### src/rtl/sdl_pkg.sv
package sdl_pkg;

    localparam int FRAME_PIXELS_DEF = 128;
    localparam int EDGE_MARGIN_DEF  = 2;
    localparam int SAMPLE_BITS_DEF  = 10;

    localparam int THRESH_W    = 10;
    localparam int MARGIN_W    = 4;
    localparam int POS_W       = 7;
    localparam int COUNT_W     = 7;
    localparam int COUNT_LIMIT = 64;
    localparam int QUEUE_DEPTH = 4;
    localparam int ADDR_W      = 4;
    localparam int DATA_W      = 32;

    localparam logic [THRESH_W-1:0] BLACK_RESET  = 10'd200;
    localparam logic [THRESH_W-1:0] WHITE_RESET  = 10'd800;
    localparam logic [MARGIN_W-1:0] MARGIN_RESET = 4'd4;

    typedef enum logic [1:0] {
        REG_BLACK_THRESHOLD = 2'd0,
        REG_WHITE_THRESHOLD = 2'd1,
        REG_GAP_LIMIT       = 2'd2,
        REG_UNUSED          = 2'd3
    } sdl_reg_t;

    typedef enum logic [1:0] {
        COLOUR_NONE  = 2'd0,
        COLOUR_BLACK = 2'd1,
        COLOUR_WHITE = 2'd2
    } sdl_colour_t;

    typedef enum logic {
        KIND_LINE    = 1'b0,
        KIND_SUMMARY = 1'b1
    } sdl_kind_t;

    typedef struct packed {
        logic [THRESH_W-1:0] black_threshold;
        logic [THRESH_W-1:0] white_threshold;
        logic [MARGIN_W-1:0] gap_limit;
    } sdl_cfg_t;

    // One queued event: a line result, a summary result, or both (line first).
    typedef struct packed {
        logic               has_line;
        logic               has_summary;
        logic [POS_W-1:0]   line_position;
        logic [COUNT_W-1:0] line_count;
    } sdl_event_t;

endpackage

### src/rtl/scanline_dark_line_locator.sv
// Dark line locator for a line-scan sensor. Each transfer on the input side
// is one converter sample; frame_start marks pixel 0, otherwise the pixel
// index wraps after FRAME_PIXELS samples. Pixels are sorted black / white /
// unknown against the two thresholds, pixels within EDGE_MARGIN of either end
// are ignored, and every dark run that closes gives one line result (kind 0)
// with its centre index. The last pixel of a frame gives a summary result
// (kind 1) with the line count, saturating at 64. last flags the final
// result caused by a pixel. Rate: one pixel per clock while full is low. The
// classifier updates its tracking state in the cycle the sample is taken
// and posts any results as one event into a 4-entry queue; the result side
// drains that queue at one result per pop, so an event carrying a line plus
// the frame summary takes two pops. full rises only when the queue holds
// four undelivered events. Registers (APB, 32-bit data): 0x0 black
// threshold, 0x4 white threshold, 0x8 gap limit; write them only while
// the block is idle.
module scanline_dark_line_locator #(
    parameter int FRAME_PIXELS = sdl_pkg::FRAME_PIXELS_DEF,
    parameter int EDGE_MARGIN  = sdl_pkg::EDGE_MARGIN_DEF,
    parameter int SAMPLE_BITS  = sdl_pkg::SAMPLE_BITS_DEF
) (
    input  logic                        clk,
    input  logic                        rst_n,
    // configuration
    input  logic                        psel,
    input  logic                        penable,
    input  logic                        pwrite,
    input  logic [sdl_pkg::ADDR_W-1:0]  paddr,
    input  logic [sdl_pkg::DATA_W-1:0]  pwdata,
    output logic [sdl_pkg::DATA_W-1:0]  prdata,
    output logic                        pready,
    // pixel input
    input  logic                        push,
    output logic                        full,
    input  logic [SAMPLE_BITS-1:0]      sample,
    input  logic                        frame_start,
    // results
    output logic                        empty,
    input  logic                        pop,
    output logic                        kind,
    output logic [sdl_pkg::POS_W-1:0]   line_position,
    output logic [sdl_pkg::COUNT_W-1:0] line_count,
    output logic                        last
);

    sdl_pkg::sdl_cfg_t   cfg_reg;
    sdl_pkg::sdl_reg_t   reg_sel;
    logic                cfg_wr;
    logic                accept;
    logic                evt_valid;
    sdl_pkg::sdl_event_t evt, head;
    logic                head_empty, head_pop;

    // ---------------- configuration registers ----------------
    assign pready  = 1'b1;
    assign reg_sel = sdl_pkg::sdl_reg_t'(paddr[3:2]);
    assign cfg_wr  = psel && penable && pwrite && pready;

    always_comb
    begin
        unique case (reg_sel)
            sdl_pkg::REG_BLACK_THRESHOLD:
                prdata = sdl_pkg::DATA_W'(cfg_reg.black_threshold);
            sdl_pkg::REG_WHITE_THRESHOLD:
                prdata = sdl_pkg::DATA_W'(cfg_reg.white_threshold);
            sdl_pkg::REG_GAP_LIMIT:
                prdata = sdl_pkg::DATA_W'(cfg_reg.gap_limit);
            default:
                prdata = '0;
        endcase
    end

    always_ff @(posedge clk or negedge rst_n)
    begin
        if (!rst_n)
        begin
            cfg_reg.black_threshold <= sdl_pkg::BLACK_RESET;
            cfg_reg.white_threshold <= sdl_pkg::WHITE_RESET;
            cfg_reg.gap_limit       <= sdl_pkg::MARGIN_RESET;
        end
        else if (cfg_wr)
        begin
            unique case (reg_sel)
                sdl_pkg::REG_BLACK_THRESHOLD:
                    cfg_reg.black_threshold <= pwdata[sdl_pkg::THRESH_W-1:0];
                sdl_pkg::REG_WHITE_THRESHOLD:
                    cfg_reg.white_threshold <= pwdata[sdl_pkg::THRESH_W-1:0];
                sdl_pkg::REG_GAP_LIMIT:
                    cfg_reg.gap_limit <= pwdata[sdl_pkg::MARGIN_W-1:0];
                default:
                    ;
            endcase
        end
    end

    // ---------------- front: classify and track ----------------
    // A sample is taken whenever push is high and the event queue has room.
    assign accept = push && !full;

    sdl_front #(
        .FRAME_PIXELS (FRAME_PIXELS),
        .EDGE_MARGIN  (EDGE_MARGIN),
        .SAMPLE_BITS  (SAMPLE_BITS)
    ) u_front (
        .clk         (clk),
        .rst_n       (rst_n),
        .accept      (accept),
        .sample      (sample),
        .frame_start (frame_start),
        .cfg         (cfg_reg),
        .evt_valid   (evt_valid),
        .evt         (evt)
    );

    // ---------------- event queue between the two sides ----------------
    sdl_queue u_queue (
        .clk     (clk),
        .rst_n   (rst_n),
        .wr      (evt_valid),
        .wr_data (evt),
        .full    (full),
        .rd      (head_pop),
        .rd_data (head),
        .empty   (head_empty)
    );

    // ---------------- back: one result per transfer ----------------
    sdl_back u_back (
        .clk           (clk),
        .rst_n         (rst_n),
        .head          (head),
        .head_empty    (head_empty),
        .head_pop      (head_pop),
        .empty         (empty),
        .pop           (pop),
        .kind          (kind),
        .line_position (line_position),
        .line_count    (line_count),
        .last          (last)
    );

endmodule

### src/rtl/sdl_front.sv
module sdl_front #(
    parameter int FRAME_PIXELS = sdl_pkg::FRAME_PIXELS_DEF,
    parameter int EDGE_MARGIN  = sdl_pkg::EDGE_MARGIN_DEF,
    parameter int SAMPLE_BITS  = sdl_pkg::SAMPLE_BITS_DEF
) (
    input  logic                   clk,
    input  logic                   rst_n,
    input  logic                   accept,
    input  logic [SAMPLE_BITS-1:0] sample,
    input  logic                   frame_start,
    input  sdl_pkg::sdl_cfg_t      cfg,
    output logic                   evt_valid,
    output sdl_pkg::sdl_event_t    evt
);

    localparam int IDX_W  = $clog2(FRAME_PIXELS);
    localparam int CMP_W  = (SAMPLE_BITS > sdl_pkg::THRESH_W) ? SAMPLE_BITS : sdl_pkg::THRESH_W;
    localparam int DIF_W  = IDX_W + sdl_pkg::MARGIN_W;
    localparam bit WIN_EN = FRAME_PIXELS > 2 * EDGE_MARGIN;
    localparam int WIN_LO = EDGE_MARGIN;
    localparam int WIN_HI = FRAME_PIXELS - EDGE_MARGIN - 1;
    localparam logic [IDX_W-1:0] WIN_LO_IDX = IDX_W'(WIN_LO);
    localparam logic [IDX_W-1:0] WIN_HI_IDX = IDX_W'(WIN_HI);
    localparam logic [IDX_W-1:0] LAST_IDX   = IDX_W'(FRAME_PIXELS - 1);
    localparam logic [sdl_pkg::COUNT_W-1:0] LIMIT = sdl_pkg::COUNT_W'(sdl_pkg::COUNT_LIMIT);

    logic [IDX_W-1:0]            pixel_counter_reg, pixel_counter_next;
    sdl_pkg::sdl_colour_t        last_colour_reg, last_colour_next;
    logic [IDX_W-1:0]            last_index_reg, last_index_next;
    logic                        run_open_reg, run_open_next;
    logic [IDX_W-1:0]            run_start_reg, run_start_next;
    logic [sdl_pkg::COUNT_W-1:0] lines_found_reg, lines_found_next;

    logic [IDX_W-1:0]            idx;
    logic                        clear;
    sdl_pkg::sdl_colour_t        last_colour_eff, colour;
    logic [IDX_W-1:0]            last_index_eff, run_start_eff;
    logic                        run_open_eff;
    logic [sdl_pkg::COUNT_W-1:0] lines_eff;
    logic                        in_window, near, open_run, white_close, edge_close;
    logic [IDX_W-1:0]            diff, run_end;
    logic [IDX_W:0]              pos_sum;
    logic [IDX_W+sdl_pkg::POS_W-1:0] centre_ext;

    always_comb
    begin
        idx   = frame_start ? '0 : pixel_counter_reg;
        clear = (idx == '0);

        last_colour_eff = clear ? sdl_pkg::COLOUR_NONE : last_colour_reg;
        last_index_eff  = clear ? '0 : last_index_reg;
        run_open_eff    = clear ? 1'b0 : run_open_reg;
        run_start_eff   = clear ? '0 : run_start_reg;
        lines_eff       = clear ? '0 : lines_found_reg;

        in_window = WIN_EN && (idx >= WIN_LO_IDX) && (idx <= WIN_HI_IDX);

        // black is tested first when thresholds overlap
        if (CMP_W'(sample) < CMP_W'(cfg.black_threshold))
            colour = sdl_pkg::COLOUR_BLACK;
        else if (CMP_W'(sample) > CMP_W'(cfg.white_threshold))
            colour = sdl_pkg::COLOUR_WHITE;
        else
            colour = sdl_pkg::COLOUR_NONE;

        diff = idx - last_index_eff;
        near = (last_colour_eff != sdl_pkg::COLOUR_NONE) && (idx >= last_index_eff)
               && (DIF_W'(diff) <= DIF_W'(cfg.gap_limit));

        open_run = in_window && (colour == sdl_pkg::COLOUR_BLACK) && !run_open_eff
                   && ((idx == WIN_LO_IDX)
                       || ((last_colour_eff == sdl_pkg::COLOUR_WHITE) && near));
        white_close = in_window && (colour == sdl_pkg::COLOUR_WHITE) && run_open_eff
                      && (last_colour_eff == sdl_pkg::COLOUR_BLACK) && near;

        run_start_next = open_run ? idx : run_start_eff;
        run_open_next  = (run_open_eff || open_run) && !white_close;
        edge_close     = in_window && run_open_next && (idx == WIN_HI_IDX);
        if (edge_close)
            run_open_next = 1'b0;

        run_end    = white_close ? last_index_eff : idx;
        pos_sum    = {1'b0, run_start_next} + {1'b0, run_end};
        centre_ext = {{sdl_pkg::POS_W{1'b0}}, pos_sum[IDX_W:1]};

        lines_found_next = lines_eff;
        if ((white_close || edge_close) && (lines_eff < LIMIT))
            lines_found_next = lines_eff + 1'b1;

        if (in_window && (colour != sdl_pkg::COLOUR_NONE))
        begin
            last_colour_next = colour;
            last_index_next  = idx;
        end
        else
        begin
            last_colour_next = last_colour_eff;
            last_index_next  = last_index_eff;
        end

        pixel_counter_next = (idx == LAST_IDX) ? '0 : idx + 1'b1;

        evt.has_line      = white_close || edge_close;
        evt.has_summary   = (idx == LAST_IDX);
        evt.line_position = centre_ext[sdl_pkg::POS_W-1:0];
        evt.line_count    = lines_found_next;
        evt_valid         = accept && (evt.has_line || evt.has_summary);
    end

    always_ff @(posedge clk or negedge rst_n)
    begin
        if (!rst_n)
        begin
            pixel_counter_reg <= '0;
            last_colour_reg   <= sdl_pkg::COLOUR_NONE;
            last_index_reg    <= '0;
            run_open_reg      <= 1'b0;
            run_start_reg     <= '0;
            lines_found_reg   <= '0;
        end
        else if (accept)
        begin
            pixel_counter_reg <= pixel_counter_next;
            last_colour_reg   <= last_colour_next;
            last_index_reg    <= last_index_next;
            run_open_reg      <= run_open_next;
            run_start_reg     <= run_start_next;
            lines_found_reg   <= lines_found_next;
        end
    end

endmodule

### src/rtl/sdl_queue.sv
module sdl_queue (
    input  logic                clk,
    input  logic                rst_n,
    input  logic                wr,
    input  sdl_pkg::sdl_event_t wr_data,
    output logic                full,
    input  logic                rd,
    output sdl_pkg::sdl_event_t rd_data,
    output logic                empty
);

    localparam int PTR_W = $clog2(sdl_pkg::QUEUE_DEPTH);

    sdl_pkg::sdl_event_t entry_reg [sdl_pkg::QUEUE_DEPTH];
    logic [PTR_W-1:0] wr_ptr_reg, rd_ptr_reg;
    logic [PTR_W:0]   fill_reg, fill_next;
    logic             do_wr, do_rd;

    assign full    = (fill_reg == (PTR_W+1)'(sdl_pkg::QUEUE_DEPTH));
    assign empty   = (fill_reg == '0);
    assign do_wr   = wr && !full;
    assign do_rd   = rd && !empty;
    assign rd_data = entry_reg[rd_ptr_reg];

    always_comb
    begin
        fill_next = fill_reg;
        if (do_wr && !do_rd)
            fill_next = fill_reg + 1'b1;
        else if (do_rd && !do_wr)
            fill_next = fill_reg - 1'b1;
    end

    always_ff @(posedge clk)
    begin
        if (do_wr)
            entry_reg[wr_ptr_reg] <= wr_data;
    end

    always_ff @(posedge clk or negedge rst_n)
    begin
        if (!rst_n)
        begin
            wr_ptr_reg <= '0;
            rd_ptr_reg <= '0;
            fill_reg   <= '0;
        end
        else
        begin
            if (do_wr)
                wr_ptr_reg <= wr_ptr_reg + 1'b1;
            if (do_rd)
                rd_ptr_reg <= rd_ptr_reg + 1'b1;
            fill_reg <= fill_next;
        end
    end

endmodule

### src/rtl/sdl_back.sv
module sdl_back (
    input  logic                       clk,
    input  logic                       rst_n,
    input  sdl_pkg::sdl_event_t        head,
    input  logic                       head_empty,
    output logic                       head_pop,
    output logic                       empty,
    input  logic                       pop,
    output logic                       kind,
    output logic [sdl_pkg::POS_W-1:0]  line_position,
    output logic [sdl_pkg::COUNT_W-1:0] line_count,
    output logic                       last
);

    // set once the line half of a line-plus-summary event has been transferred
    logic phase_reg, phase_next;
    logic show_line, xfer;

    always_comb
    begin
        show_line     = head.has_line && !phase_reg;
        empty         = head_empty;
        xfer          = pop && !head_empty;
        kind          = show_line ? sdl_pkg::KIND_LINE : sdl_pkg::KIND_SUMMARY;
        line_position = show_line ? head.line_position : '0;
        line_count    = head.line_count;
        last          = !(show_line && head.has_summary);
        head_pop      = xfer && last;
        phase_next    = phase_reg;
        if (xfer)
            phase_next = !last;
    end

    always_ff @(posedge clk or negedge rst_n)
    begin
        if (!rst_n)
            phase_reg <= 1'b0;
        else
            phase_reg <= phase_next;
    end

endmodule
### config.mk
export PLATFORM = sky130hd
export DESIGN_NAME = scanline_dark_line_locator
export DESIGN_NICKNAME = d
export VERILOG_FILES = /design/src/rtl/sdl_pkg.sv /design/src/rtl/scanline_dark_line_locator.sv /design/src/rtl/sdl_front.sv /design/src/rtl/sdl_queue.sv /design/src/rtl/sdl_back.sv
export SDC_FILE = /design/constraint.sdc
export NUM_CORES = 1
export LEC_CHECK = 0
export ABC_AREA = 1
export BUFFER_PORTS_ARGS = -buffer_cell sky130_fd_sc_hd__buf_2
export CORE_MARGIN = 2
export CORE_UTILIZATION = 40
export CTS_CLUSTER_SIZE = 20
export DETAILED_ROUTE_END_ITERATION = 8
export GPL_TIMING_DRIVEN = 0
export PLACE_DENSITY = 0.65
export RECOVER_POWER = 50
export SETUP_SLACK_MARGIN = 0.4
export SYNTH_ARGS = -nofsm -noshare
export SYNTH_HDL_FRONTEND = slang
export SYNTH_SLANG_ARGS = --single-unit
export TNS_END_PERCENT = 50
### constraint.sdc
create_clock -name clk -period 11.3 [get_ports clk]
set_input_delay 2.825 -clock clk [delete_from_list [all_inputs] [get_ports clk]]
set_output_delay 2.825 -clock clk [all_outputs]
set_load 0.05 [all_outputs]
==> results.yml <==
place:
  preCtsSetupSlack_ps: 2840
  portBuffers: 57
  dp_hpwl_um: 11300
  gp_congestion: 0.850
setup_path:
  crit_type: "input pin to register"
  max_stage_delay_ps: 380
  crit_fanout: 10
  cp.required_ps: 11450
  endpoint_kind: "register"
  worstSetupPathDepth: 36
  cp_num_buf_inv: 9
  cpMostUsedCell: "nand2_1"
  crit_slowest_cell: "nor2_1"
  critPathTopFamily: "simple AND/OR/NAND/NOR gates"
  reg2regPathDepth: 36
  cp.arrival_ps: 8360
  cp-start-kind: "input pin"
yosys:
  yosys.area.top_type_share: 0.263
  synth_top_cell_by_area: "edfxtp_1"
  ys_warn_count: 0
  synthCells: 853
  yosysSeqAreaShare: 0.480
  yosys-top-cells-count: "nand2_1, inv_1, nor2_1"
  synth.most_common_cell: "nand2_1"
  ys_ff_latch: 127
  netlist_area_sq_um: 7300
  async_flop_share: 0.496
  synth.distinct_cells: 49
  syn_avg_cell_area_sq_um: 8.56
  synth_ff_type: "edfxtp_1"
  synth_area_leaders: "edfxtp_1, dfrtp_1, nand2_1"
  synth_edf_count: 64
sta:
  tightest_slew_ps: 3480
  drv_slew: 64
  fin_crit_ps: 8210
  rsz0062_at_grt: "false"
  setup_viol: 0
  clock_skew_ps: 9.67
  worst_slack_ps: 3090
  setup_tns_ps: 0
  max_freq_mhz: 122
  hold_violations: 0
  timing.slew.headroom: -1.32
  period_share: 0.726
floorplan:
  initial_core_util: 0.407
  coreArea_sq_um: 18000
  io_pins: 105
  die_w_um: 139
  rows: 49
  die_height_um: 139
  dieArea_sq_um: 19400
clock_tree:
  postCtsSetupRepairBufs: 0
  cts.htree.levels: 4
  cts-resized-gates: 0
  clkLatencyLatePin_ps: 420
  clock-root-buffer: "clkbuf_16"
  cts_buffer_depth: 2
  numClockSinks: 127
  cts_buffers: 17
  tritoncts: "built"
  cts-hold-fix-buffers: 0
  clkSlewWorstSetupHoldPaths_ps: 60
run:
  maxCapViolations: 1
layout:
  fillers: 1746
  drive_above_1_share: 0.129
  nets: 1056
  diodes: 0
  syn_to_final_growth_pct: 17.0
  largest_register_ffs: 64
pwr:
  finalPower_uw: 1880
  power_density_nw_per_um2: 220
  leakagePower_uw: 0.00397
  peakVddDrop_mv: 0.157
grt:
  first_global_vias: 5490
  antenna_found_initial: 0
  grt_max_degree: 64
  track_usage: 0.171
  grt_pass1_wl_um: 26500
  grt.overflow.total: 0
status:
  failed_checks: "max-capacitance violations, max-slew violations"
  outcome: "complete, but fails checks"
hold_path:
  worstHoldPathType: "register to register"
  holdPathStages: 2
route:
  first_pass_iters: 5
  routed-via-count: 5792
  wl_per_cell_um: 13.1
  drtIter0Drc: 284
  viasPerCell: 4.85
  drtAntennaViolNets: 0
  totalWireLength_um: 15700
  drc: 0
## worst paths after layout
kind | endpoint | startpoint | slack [ps]
min in group asynchronous | cfg_reg[7] | rst_n | 3580
worst max register to register | u_queue.entry_reg[0][13] | u_front.pixel_counter_reg[1] | 5320
worst max-delay path | u_queue.entry_reg[0][13] | frame_start | 3090
worst min-delay path | u_front.lines_found_reg[5] | u_front.lines_found_reg[5] | 480
max in group asynchronous | u_front.lines_found_reg[6] | rst_n | 5770
worst min register to register | u_front.lines_found_reg[5] | u_front.lines_found_reg[5] | 480
## stage by stage
| step | instances | hold slack (ps) | util | instance area [sq um] |
|---|---|---|---|---|
| 4_1_cts | 1195 | 484 | 0.479 | 8600 |
| 6_report | 1195 | 480 | 0.476 | 8550 |
| 3_3_place_gp | 1160 | 462 | 0.443 | 7960 |
| 2_1_floorplan | 874 | 449 | - | 7380 |
| 5_1_grt | 1195 | 506 | 0.476 | 8550 |
| 3_5_place_dp | 1163 | 466 | 0.446 | 8010 |
## power breakdown
part	internal [uW]	switching, uW	total [uW]
clock	313	226	539
combinational	222	544	766
sequential	543	30.7	574
## final cells by class
| type | count | area [sq um] | share of cell area |
|---|---|---|---|
| Multi-Input combinational cell | 577 | 3150 | 0.368 |
| Buffer | 48 | 269 | 0.0315 |
| Sequential cell | 127 | 3510 | 0.410 |
| Clock buffer | 17 | 425 | 0.0498 |
| Timing Repair Buffer | 60 | 292 | 0.0341 |
| Clock inverter | 15 | 163 | 0.0190 |
| Tap cell | 229 | 287 | 0.0335 |
| Inverter | 122 | 460 | 0.0539 |
## worst min-delay path: stages, from the launching register on
cell	delay (ps)
dfrtp_1	340
nand2_1	50
nand2_1	50
## logic make-up (layout without fill, tap and decap cells)
group,after synthesis,in the layout,share of synthesized area
AOI/OAI and AO/OA,164,164,0.123
xor gates and xnor gates,12,12,0.0144
adders and majority gates,49,49,0.0870
buffers and inverters,170,262,0.100
DFF,127,127,0.480
muxes,1,1,0.00154
other,2,23,0.00103
and+or+nand+nor,328,328,0.193
## layer usage
layer  wire length (um)  vias up  global-route usage
met2               7350      173               0.279
met5                  0        -                   0
met1               7190     2646               0.230
met3                875       21              0.0314
li1                   -     2952                   -
met4                268        0              0.0574
## cell usage in the layout, fill, tap and decap left out, types with 4 or more instances in the layout
cell,n
nand2_1,156
inv_1,116
nor2_1,104
o21ai_0,90
edfxtp_1,64
dfrtp_1,56
clkbuf_1,54
ha_1,46
a21oi_1,32
nand3_1,29
buf_2,28
buf_4,23
conb_1,23
clkbuf_16,17
o22ai_1,15
o21ai_1,11
nor2_2,9
nand4_1,7
xor2_1,7
dfstp_2,7
xnor2_1,5
inv_8,5
inv_2,4
nand2_2,4
inv_6,4
No activity file was read; power rests on OpenSTA's default activity.
